===== src/tmg_pkg.sv =====
`default_nettype none
// ----------------------------------------------------------------------------
// tmg_pkg
// Shared types, constants and helper functions of the texel mask generator.
// ----------------------------------------------------------------------------
package tmg_pkg;

    localparam int ONE          = 65536;
    localparam int SAMPLE_W     = 21;
    localparam int MASK_W       = 17;
    localparam int CFG_W        = 24;
    localparam int CFG_ADDR_W   = 3;
    localparam int S_TDATA_W    = 168;
    localparam int M_TDATA_W    = 24;
    localparam int DIV_STAGES   = 8;
    localparam int DIV_STEPS    = 2;
    localparam int LOG_STAGES   = 16;
    localparam int EXP_STAGES   = 16;

    typedef enum logic [2:0] {
        MODE_OCCLUSION,
        MODE_CURVATURE,
        MODE_THICKNESS,
        MODE_POSITION,
        MODE_DIRECTION,
        MODE_DIRT,
        MODE_EDGE,
        MODE_SCRATCH
    } mode_t;

    typedef enum logic [2:0] {
        CFG_MODE,
        CFG_STRENGTH,
        CFG_CONTRAST,
        CFG_CONCAVITY,
        CFG_WEAR,
        CFG_FREQUENCY,
        CFG_HALF_WIDTH
    } cfg_index_t;

    typedef enum logic [1:0] {
        KIND_DIRECT,
        KIND_EDGE,
        KIND_SCRATCH
    } kind_t;

    typedef struct packed {
        kind_t       kind;
        logic        force_zero;
        logic        force_full;
        logic [16:0] b_direct;
        logic [16:0] graze;
    } div_side_t;

    function automatic logic [16:0] clamp_unit(input logic signed [39:0] v);
        if (v < 40'sd0) begin
            return 17'd0;
        end else if (v > 40'sd65536) begin
            return 17'd65536;
        end
        return v[16:0];
    endfunction

    // Q30 root 2^(-2^-k), formed by repeated integer square roots
    function automatic logic [30:0] exp_root(input int k);
        logic [63:0] r;
        logic [63:0] v;
        logic [63:0] res;
        logic [63:0] bt;
        r = 64'd1 << 29;
        for (int i = 1; i <= k; i++) begin
            v   = r << 30;
            res = '0;
            bt  = 64'd1 << 62;
            for (int j = 0; j < 32; j++) begin
                if (v >= res + bt) begin
                    v   = v - (res + bt);
                    res = (res >> 1) + bt;
                end else begin
                    res = res >> 1;
                end
                bt = bt >> 2;
            end
            r = res;
        end
        return r[30:0];
    endfunction

endpackage
`default_nettype wire


===== src/tmg_div.sv =====
`default_nettype none
// ----------------------------------------------------------------------------
// tmg_div
// Pipelined restoring divider: q = floor(num * 2^16 / den) for num < den,
// two quotient bits per stage, with sideband carried alongside.
// ----------------------------------------------------------------------------
module tmg_div import tmg_pkg::*; (
    input  wire logic        aclk,
    input  wire logic        aresetn,
    input  wire logic        en,
    input  wire logic        in_valid,
    input  wire logic [15:0] in_num,
    input  wire logic [16:0] in_den,
    input  wire div_side_t   in_side,
    output logic             out_valid,
    output logic [15:0]      out_quo,
    output div_side_t        out_side
);

    logic        vld_reg  [DIV_STAGES];
    logic [15:0] rem_reg  [DIV_STAGES];
    logic [16:0] den_reg  [DIV_STAGES];
    logic [15:0] quo_reg  [DIV_STAGES];
    div_side_t   side_reg [DIV_STAGES];

    for (genvar g = 0; g < DIV_STAGES; g++) begin : g_stage
        logic        vld_prev;
        logic [15:0] rem_prev;
        logic [16:0] den_prev;
        logic [15:0] quo_prev;
        div_side_t   side_prev;
        logic [15:0] rem_next;
        logic [15:0] quo_next;

        if (g == 0) begin : g_first
            assign vld_prev  = in_valid;
            assign rem_prev  = in_num;
            assign den_prev  = in_den;
            assign quo_prev  = '0;
            assign side_prev = in_side;
        end else begin : g_rest
            assign vld_prev  = vld_reg[g-1];
            assign rem_prev  = rem_reg[g-1];
            assign den_prev  = den_reg[g-1];
            assign quo_prev  = quo_reg[g-1];
            assign side_prev = side_reg[g-1];
        end

        always_comb begin
            logic [16:0] r2;
            rem_next = rem_prev;
            quo_next = quo_prev;
            for (int k = 0; k < DIV_STEPS; k++) begin
                r2 = {rem_next, 1'b0};
                if (r2 >= den_prev) begin
                    rem_next = 16'(r2 - den_prev);
                    quo_next = {quo_next[14:0], 1'b1};
                end else begin
                    rem_next = r2[15:0];
                    quo_next = {quo_next[14:0], 1'b0};
                end
            end
        end

        always_ff @(posedge aclk) begin
            if (!aresetn) begin
                vld_reg[g] <= 1'b0;
            end else if (en) begin
                vld_reg[g] <= vld_prev;
            end
        end

        always_ff @(posedge aclk) begin
            if (en) begin
                rem_reg[g]  <= rem_next;
                den_reg[g]  <= den_prev;
                quo_reg[g]  <= quo_next;
                side_reg[g] <= side_prev;
            end
        end
    end

    assign out_valid = vld_reg[DIV_STAGES-1];
    assign out_quo   = quo_reg[DIV_STAGES-1];
    assign out_side  = side_reg[DIV_STAGES-1];

endmodule
`default_nettype wire


===== config.mk =====
export PLATFORM = sky130hd
export DESIGN_NAME = tmg_div
export DESIGN_NICKNAME = d
export VERILOG_FILES = /design/src/tmg_pkg.sv /design/src/tmg_div.sv
export SDC_FILE = /design/constraint.sdc
export NUM_CORES = 1
export LEC_CHECK = 0
export BUFFER_PORTS_ARGS = -buffer_cell sky130_fd_sc_hd__buf_2
export CAP_MARGIN = 10
export CORE_UTILIZATION = 67
export CTS_BUF_LIST = sky130_fd_sc_hd__clkbuf_16
export DETAILED_ROUTE_END_ITERATION = 8
export GPL_TIMING_DRIVEN = 0
export PLACE_DENSITY = 0.93
export SLEW_MARGIN = 10
export SYNTH_ARGS = -nofsm -noshare
export SYNTH_HDL_FRONTEND = slang
export SYNTH_SLANG_ARGS = --single-unit

===== constraint.sdc =====
create_clock -name aclk -period 15.7 [get_ports aclk]
set_input_delay 0.785 -clock aclk [delete_from_list [all_inputs] [get_ports aclk]]
set_output_delay 0.785 -clock aclk [all_outputs]
set_load 0.01 [all_outputs]

Yosys cells after proc, flatten, opt, wreduce, memory -nomap -nowiden

Memories as Yosys holds them, arrays and structs flattened.
Cells that the tools add are included.

Memory bits (writable): 704
Word-level logic and storage cells: 90
Bits of input ports: 75
Register bits: 0
Output and inout port bits: 55
Memories kept: 5

$lt $le $gt $ge: 16
Multiplexer cells: 45
Bitwise gates (word level): 8
Add/subtract/negate cells: 16

Memories:

| memory   | depth | bits a word | read ports | clocked after Yosys merged registers in | write ports | line          | source |
|---|---|---|---|---|---|---|---|
| side_reg | 8     | 38          | 8          | 0                                       | 8           | tmg_div.sv:24 | `div_side_t side_reg [DIV_STAGES];` |
| den_reg  | 8     | 17          | 7          | 0                                       | 8           | tmg_div.sv:22 | `logic [16:0] den_reg [DIV_STAGES];` |
| quo_reg  | 8     | 16          | 8          | 0                                       | 8           | tmg_div.sv:23 | `logic [15:0] quo_reg [DIV_STAGES];` |
| rem_reg  | 8     | 16          | 7          | 0                                       | 8           | tmg_div.sv:21 | `logic [15:0] rem_reg [DIV_STAGES];` |
| vld_reg  | 8     | 1           | 8          | 0                                       | 8           | tmg_div.sv:20 | `logic vld_reg [DIV_STAGES];` |

Operators by type and width:

| kind                 | count |
|---|---|
| >= comparator 17 bit | 16 |
| two-way mux 16 bit   | 16 |
| subtractor 16 bit    | 16 |
| two-way mux 1 bit    | 29 |
| OR 1 bit             | 8 |

Logic depth before layout (Yosys ltp)

Gate-level depths: netlist (run 1).
An unclocked memory read counts as a cell.

Depth in word-level cells: 5
Depth in mapped cells: 23
Mapped depth without buffers: 20

Worst setup path before layout (run 1)

OpenSTA, ideal clock, no wires.

Kind: input to register
Start: input in_den[1]
End: memory rem_reg[0][1] (data pin)
Slack: 10268 ps
Stages on the path: 21
Path buffers: 2
Arrival: 5168 ps
Required time: 15436 ps
Library setup time: 264 ps
Cell sequence: inv_1 > ha_1 > nor2b_1 > o31ai_1 > a21oi_1 > nor4_1 > o31a_1 > a211o_1 > buf_2 > mux2_2 > ha_1 > o21a_1 > o21ai_0 > a311oi_1 > a211oi_1 > o211ai_1 > a221oi_2 > inv_1 > buf_2 > o211ai_1 > o21ai_0

RTL lines:

| item            | line          | source |
|---|---|---|
| start, declared | tmg_div.sv:13 | `input wire logic [16:0] in_den,` |
| end, declared   | tmg_div.sv:21 |  |

==> results of run 1 <==
-- through the flow --
stage               power (mW)   util  hold WS [ps]  worst slack, ps
finish                    8.46  0.756           297             8730
global route              8.92  0.756           267             8460
CTS                       8.37  0.756           263             8950
detailed placement        6.69  0.712           405             8690
global placement          6.48  0.708           400             5250
floorplan                 5.73      -           400            10270
-- power by group through the flow --
| stage | Combinational (mW) | Clock [mW] | Sequential, mW |
|---|---|---|---|
| 2_1_floorplan | 3.36 | 0 | 2.37 |
| 3_3_place_gp | 4.05 | 0 | 2.43 |
| 3_5_place_dp | 4.26 | 0 | 2.42 |
| 4_1_cts | 4.42 | 1.55 | 2.40 |
| 5_1_grt | 4.89 | 1.61 | 2.42 |
| 6_report | 4.53 | 1.53 | 2.41 |
-- cells by family after synthesis --
family	Yosys count
DFF	615
adders and majority gates	272
and+or+nand+nor	504
xor gates and xnor gates	186
AOI/OAI and AO/OA	580
buffers and inverters	221
muxes	158
-- worst paths after layout --
check                              end  slack [ps]
max           rem_reg[1][14]$_DFFE_PP_        8730
min          side_reg[0][18]$_DFFE_PP_         300
max reg2reg   rem_reg[1][14]$_DFFE_PP_        8730
min reg2reg  side_reg[0][46]$_DFFE_PP_         380
-- synth_stat cells (4+ instances only) --
cell,n
sky130_fd_sc_hd__or3_1,23
sky130_fd_sc_hd__o21bai_1,26
sky130_fd_sc_hd__o21a_1,41
sky130_fd_sc_hd__clkbuf_1,13
sky130_fd_sc_hd__or2_2,10
sky130_fd_sc_hd__xnor2_1,128
sky130_fd_sc_hd__buf_2,8
sky130_fd_sc_hd__o21ai_1,6
sky130_fd_sc_hd__o2111ai_1,5
sky130_fd_sc_hd__a21oi_1,182
sky130_fd_sc_hd__buf_4,4
sky130_fd_sc_hd__ha_1,264
sky130_fd_sc_hd__nor2_1,137
sky130_fd_sc_hd__nand2_1,113
sky130_fd_sc_hd__a31o_2,9
sky130_fd_sc_hd__nand4_1,36
sky130_fd_sc_hd__mux2_4,4
sky130_fd_sc_hd__o21ai_0,110
sky130_fd_sc_hd__mux2i_1,6
sky130_fd_sc_hd__a211oi_1,22
sky130_fd_sc_hd__fa_1,8
sky130_fd_sc_hd__and3_1,23
sky130_fd_sc_hd__o221ai_1,4
sky130_fd_sc_hd__o31ai_1,17
sky130_fd_sc_hd__o41ai_1,6
sky130_fd_sc_hd__a21boi_0,9
sky130_fd_sc_hd__inv_1,192
sky130_fd_sc_hd__nand3b_1,4
sky130_fd_sc_hd__and2_1,13
sky130_fd_sc_hd__nand2b_1,25
sky130_fd_sc_hd__a31oi_1,13
sky130_fd_sc_hd__nor3_1,43
sky130_fd_sc_hd__mux2_2,148
sky130_fd_sc_hd__nand3_1,28
sky130_fd_sc_hd__a211o_1,7
sky130_fd_sc_hd__xor2_1,58
sky130_fd_sc_hd__o31a_1,11
sky130_fd_sc_hd__a21o_1,65
sky130_fd_sc_hd__edfxtp_1,614
sky130_fd_sc_hd__nor2b_1,30
sky130_fd_sc_hd__nor4_1,6
sky130_fd_sc_hd__o211ai_1,14
-- metal layers --
| layer | global-route usage | vias up |
|---|---|---|
| li1 | - | 9959 |
| met2 | 0.528 | 1086 |
| met5 | 0 | - |
| met1 | 0.384 | 10394 |
| met4 | 0.118 | 2 |
| met3 | 0.0464 | 250 |
-- cell type report --
| cell class | count | area, sq um |
|---|---|---|
| fill | 2786 | 11600 |
| clock buffer | 61 | 1530 |
| buffer | 28 | 145 |
| timing repair buffer | 134 | 793 |
| clock inverter | 53 | 602 |
| tap | 615 | 769 |
| antenna | 2 | 5.00 |
| sequential | 615 | 18500 |
| inverter | 193 | 724 |
| multi-input combinational | 1700 | 13100 |
==> results.sh, run 1 <==
export IMPL_met3_wirelength_mm=5.51
export IMPL_final_critical_period_ps=6970
export IMPL_timing_final_setup_violations=0
export IMPL_synthCells=2536
export IMPL_cellPowerDensity_mw_per_mm2=234
export IMPL_max_cap_violations=0
export IMPL_dp_final_hpwl_mm=50.9
export IMPL_grt_util_all_layers=0.304
export IMPL_postRouteWirelength_mm=75.0
export IMPL_power_switching_mw=3.30
export IMPL_layout_cells_most_common="sky130_fd_sc_hd__edfxtp_1"
export IMPL_cts_htree_levels=2
export IMPL_std_cell_rows=80
export IMPL_worst_ir_drop_vdd_mv=0.145
export IMPL_finish_net_count=3080
export IMPL_floorplan_die_area_sq_mm=0.0493
export IMPL_yosys_warnings=0
export IMPL_synth_top_family_by_area="compound AO/OA/AOI/OAI gates"
export IMPL_timing_slew_headroom=0.439
export IMPL_dieWidth_microns=222
export IMPL_top_layer="met5"
export IMPL_finalClockSkew_ps=50.9
export IMPL_worst_slew_pin_transition_ps=829
export IMPL_gp_congestion=0.940
export IMPL_pwr_share_clk=0.180
export IMPL_worst_ep_required_time_ps=16070
export IMPL_post_drt_via_cell_ratio=6.38
export IMPL_yosys_area_share_xor_xnor=0.0503
export IMPL_yosys_top_cell_by_area="sky130_fd_sc_hd__edfxtp_1"
export IMPL_leakagePower_nw=14.5
export IMPL_cts_hold_buffers=0
export IMPL_grt_max_degree=127
export IMPL_synth_cell_type_count=74
export IMPL_drc_violations_left=0
export IMPL_cts_tree="built"
export IMPL_peak_per_stage_delay_on_the_critical_path_ps=720
export IMPL_holdCritStartpoint="in_side[18]"
export IMPL_port_buffer_count=129
export IMPL_outcome="finished clean"
export IMPL_finish_cell_count_without_fillers=3401
export IMPL_detail_route_first_pass_iterations=6
export IMPL_clkLatencyLatePin_ps=660
export IMPL_grt_first_pass_wirelength_mm=118
export IMPL_kind_of_cell_adding_the_most_delay_to_the_critical_path="simple AND/OR/NAND/NOR gates"
export IMPL_timing_critical_path_slowest_stage_cell="sky130_fd_sc_hd__nor4b_1"
export IMPL_worst_path_stages=19
export IMPL_tritoncts_num_buffers=61
export IMPL_critPathMaxFanout=10
export IMPL_postSynthAreaPerCell_sq_um=12.8
export IMPL_crit_arrival_ps=7340
export IMPL_largest_register_ffs=304
export IMPL_path_clk_slew_ps=60
export IMPL_timing_hold_worst_class="in -> reg"
export IMPL_rsz0062_at_grt="false"
export IMPL_grt_pass1_vias=22040
export IMPL_via_count_of_the_routed_design=21691
export IMPL_drt_met1_wl_mm=29.6
export IMPL_final_max_slew_violation_count=0
export IMPL_critPathLaunch="den_reg[0][6]$_DFFE_PP_"
export IMPL_syn2layout_area_growth_pct=11.4
export IMPL_post_cts_repair_setup_buffers=0
export IMPL_postLayoutCellArea_sq_mm=0.0361
export IMPL_final_hold_viol_count=0
export IMPL_synth_mux_area_fraction=0.0551
export IMPL_layout_worst_path_cycle_share=0.444
export IMPL_grt_antenna_before_repair=4
export IMPL_power_switching_fraction=0.390
export IMPL_end_kind="flop"
export IMPL_clk_path_buf_depth=3
export IMPL_worst_r2r_path_depth=19
export IMPL_cts_resized=0
export IMPL_proportion_of_layout_cells_with_a_drive_suffix_above_1=0.153
export IMPL_initial_utilization=0.679
export IMPL_synthSimpleGateAreaFrac=0.0762
export IMPL_dp_cells=3285
export IMPL_fin_tns_setup_ps=0
export IMPL_grt_remaining_overflow=0
export IMPL_antenna_left=0
export IMPL_core_area_sq_mm=0.0477
export IMPL_yosys_area_share_adder=0.107
export IMPL_comb_power_share=0.535
export IMPL_synth_ff_type="sky130_fd_sc_hd__edfxtp_1"
export IMPL_synth_top_cell_area_share=0.569
export IMPL_ys_async_sr_fraction=0
export IMPL_path_buf_inv=3
export IMPL_die_height_microns=222
export IMPL_postPlaceCellArea_sq_mm=0.0340
export IMPL_most_common_layout_cells="sky130_fd_sc_hd__edfxtp_1, sky130_fd_sc_hd__ha_1, sky130_fd_sc_hd__inv_1"
export IMPL_synth_compound_area_frac=0.115
export IMPL_first_iter_violations=2347
export IMPL_whs_path_depth=1
export IMPL_pwr_share_seq=0.284
export IMPL_crit_chain="inv_1 -> ha_1 -> a21oi_1 -> o21ai_0 -> or3_1 -> a21oi_1 -> o31ai_1 -> a311oi_2 -> buf_4 -> mux2_2 -> ha_1 -> nand4_1 -> nor2_1 -> nand3_1 -> nor4b_1 -> o2111ai_1 -> nand2_1 -> clkbuf_1 -> mux2_2"
export IMPL_synth_enable_flop_cells=614
export IMPL_wl_per_cell_microns=22.1
export IMPL_criticalPathCategory="reg -> reg"
export IMPL_crit_path_start_kind="flop"
export IMPL_syn_nets=2883
export IMPL_cellInternalPower_mw=5.16
export IMPL_dr_wl_met2_mm=36.8
export IMPL_synth_top_cells_by_area="sky130_fd_sc_hd__edfxtp_1, sky130_fd_sc_hd__ha_1, sky130_fd_sc_hd__mux2_2, sky130_fd_sc_hd__xnor2_1, sky130_fd_sc_hd__a21oi_1"
export IMPL_sequential_element_share_of_the_synthesized_area=0.570
export IMPL_numClockSinks=615
export IMPL_synthesis_area_sq_mm=0.0324
export IMPL_reg2reg_from="den_reg[0][6]$_DFFE_PP_"
export IMPL_top_ports=130
export IMPL_yosys_register_bits=615
export IMPL_root_buffer="sky130_fd_sc_hd__clkbuf_16"
export IMPL_fmax_mhz=144
Note: power is estimated with default switching activity, not from simulation.
==> inputs of run 2 (changes only) <==
Settings changed: CORE_UTILIZATION 67 to 57, PLACE_DENSITY 0.93 to 0.85.
Clock period 15.7 ns to 6.15 ns, I/O delays scaled along.
==> results.sh, run 2 (synthesis gave the netlist of run 1 again) <==
export IMPL_numClockSinks=615
export IMPL_port_buffer_count=129
export IMPL_post_drt_via_cell_ratio=5.93
export IMPL_cts_tree="built"
export IMPL_path_clk_slew_ps=60
export IMPL_final_critical_period_ps=5950
export IMPL_finish_cell_count_without_fillers=3606
export IMPL_dieWidth_microns=240
export IMPL_tritoncts_num_buffers=67
export IMPL_grt_antenna_before_repair=0
export IMPL_finalClockSkew_ps=39.9
export IMPL_cts_htree_levels=3
export IMPL_crit_path_start_kind="flop"
export IMPL_grt_pass1_vias=21733
export IMPL_grt_remaining_overflow=0
export IMPL_syn2layout_area_growth_pct=14.5
export IMPL_timing_slew_headroom=0.492
export IMPL_fin_tns_setup_ps=0
export IMPL_cellPowerDensity_mw_per_mm2=584
export IMPL_worst_ir_drop_vdd_mv=0.320
export IMPL_crit_arrival_ps=6310
export IMPL_final_hold_viol_count=0
export IMPL_peak_per_stage_delay_on_the_critical_path_ps=640
export IMPL_most_common_layout_cells="sky130_fd_sc_hd__edfxtp_1, sky130_fd_sc_hd__ha_1, sky130_fd_sc_hd__inv_1"
export IMPL_std_cell_rows=87
export IMPL_largest_register_ffs=304
export IMPL_end_kind="flop"
export IMPL_antenna_left=0
export IMPL_timing_final_setup_violations=0
export IMPL_outcome="finished clean"
export IMPL_initial_utilization=0.576
export IMPL_dp_final_hpwl_mm=50.8
export IMPL_grt_util_all_layers=0.256
export IMPL_fmax_mhz=168
export IMPL_final_max_slew_violation_count=0
export IMPL_crit_chain="inv_1 -> ha_1 -> nand3_1 -> a21oi_1 -> o31ai_1 -> a21oi_2 -> a31oi_1 -> o21ai_0 -> a31o_2 -> buf_2 -> buf_6 -> mux2_2 -> ha_1 -> nand2_1 -> or4_1 -> o41ai_2 -> nor2_1 -> o21ai_2 -> buf_4 -> mux2_2"
export IMPL_timing_critical_path_slowest_stage_cell="sky130_fd_sc_hd__or4_1"
export IMPL_first_iter_violations=1690
export IMPL_grt_first_pass_wirelength_mm=115
export IMPL_leakagePower_nw=14.8
export IMPL_criticalPathCategory="reg -> reg"
export IMPL_top_ports=130
export IMPL_proportion_of_layout_cells_with_a_drive_suffix_above_1=0.160
export IMPL_num_antenna_cells=0
export IMPL_max_cap_violations=0
export IMPL_layout_core_utilization=0.659
export IMPL_power_total_mw=21.7
export IMPL_worst_slew_pin_transition_ps=753
export IMPL_postRouteWirelength_mm=73.5
export IMPL_floorplan_die_area_sq_mm=0.0578
export IMPL_timing_hold_worst_class="in -> reg"
export IMPL_wl_per_cell_microns=20.4
export IMPL_root_buffer="sky130_fd_sc_hd__clkbuf_16"
export IMPL_layout_cells_most_common="sky130_fd_sc_hd__edfxtp_1"
export IMPL_critPathMaxFanout=10
export IMPL_drc_violations_left=0
export IMPL_clk_path_buf_depth=3
export IMPL_clkLatencyLatePin_ps=630
export IMPL_grt_max_degree=133
export IMPL_die_height_microns=240
export IMPL_finish_net_count=3149
export IMPL_worst_ep_required_time_ps=6510
export IMPL_core_area_sq_mm=0.0563
export IMPL_via_count_of_the_routed_design=21394
export IMPL_gp_congestion=0.964
export IMPL_detail_route_first_pass_iterations=5
export IMPL_dp_cells=3426
export IMPL_layout_worst_path_cycle_share=0.967
-- run 2: changes by cell type in the layout (fill, tap and decap cells not counted), moves of 6 or more --
| cell | previous run | this run |
|---|---|---|
| sky130_fd_sc_hd__clkbuf_16 | 61 | 67 |
| sky130_fd_sc_hd__buf_4 | 4 | 13 |
| sky130_fd_sc_hd__dlygate4sd3_1 | 0 | 55 |
| sky130_fd_sc_hd__clkbuf_2 | 0 | 7 |
| sky130_fd_sc_hd__clkinvlp_4 | 1 | 7 |
| sky130_fd_sc_hd__clkbuf_1 | 13 | 7 |
-- run 2: through the flow --
| step | cell area, sq um | hold WS, ps | setup slack (ps) |
|---|---|---|---|
| floorplan | 32400 | 400 | 1200 |
| global placement | 34000 | 400 | -4140 |
| detailed placement | 34100 | 405 | -612 |
| CTS | 37000 | 3.80 | 11.9 |
| global route | 37100 | 25.8 | -8.90 |
| finish | 37100 | 35.5 | 202 |
-- run 2: final timing paths --
kind	startpoint	end	slack [ps]	cells after the start
setup / recovery	den_reg[5][2]$_DFFE_PP_	rem_reg[6][12]$_DFFE_PP_	200	20
setup reg to reg	den_reg[5][2]$_DFFE_PP_	rem_reg[6][12]$_DFFE_PP_	200	20
hold reg to reg	quo_reg[0][35]$_DFFE_PP_	quo_reg[0][53]$_DFFE_PP_	410	0
hold / removal	aresetn	vld_reg[1][0]$_DFF_P_	40	2
-- run 2: where the power goes --
group | switching, mW | total, mW | internal, mW | leakage [nW]
clock network | 1.72 | 4.00 | 2.28 | 1.08
registers | 0.359 | 6.12 | 5.76 | 6.04
logic | 6.30 | 11.6 | 5.26 | 7.74
-- run 2: what timing repair did --
item / 4_1_cts / 5_1_grt
resized for setup: 10 / 24
hold buffers: 55 / 0
setup buffers: 2 / 6
pin swaps: 1 / 3
endpoints found under the setup margin: 38 / 78
hold endpoints to repair: 55 / 0
-- run 2: cell type report --
type,instances,area [sq um]
fill,3918,19200
sequential,615,18500
multi-input combinational,1700,13200
clock buffer,67,1680
timing repair buffer,197,1400
tap,756,946
inverter,193,724
clock inverter,50,527
buffer,28,159
-- run 2: layer usage --
layer / wire [microns] / track usage
met2: 37900 / 0.464
met5: 0 / 0
met4: 3150 / 0.115
met1: 29000 / 0.300
met3: 3450 / 0.0377
-- run 2: worst max-delay path, delay by kind of cell, from the launching register on --
kind	cells	cell delay [ps]
compound gates	8	1780
fa+ha+maj	2	750
buf+inv	4	890
flops	1	390
mux	2	740
simple gates	4	1130
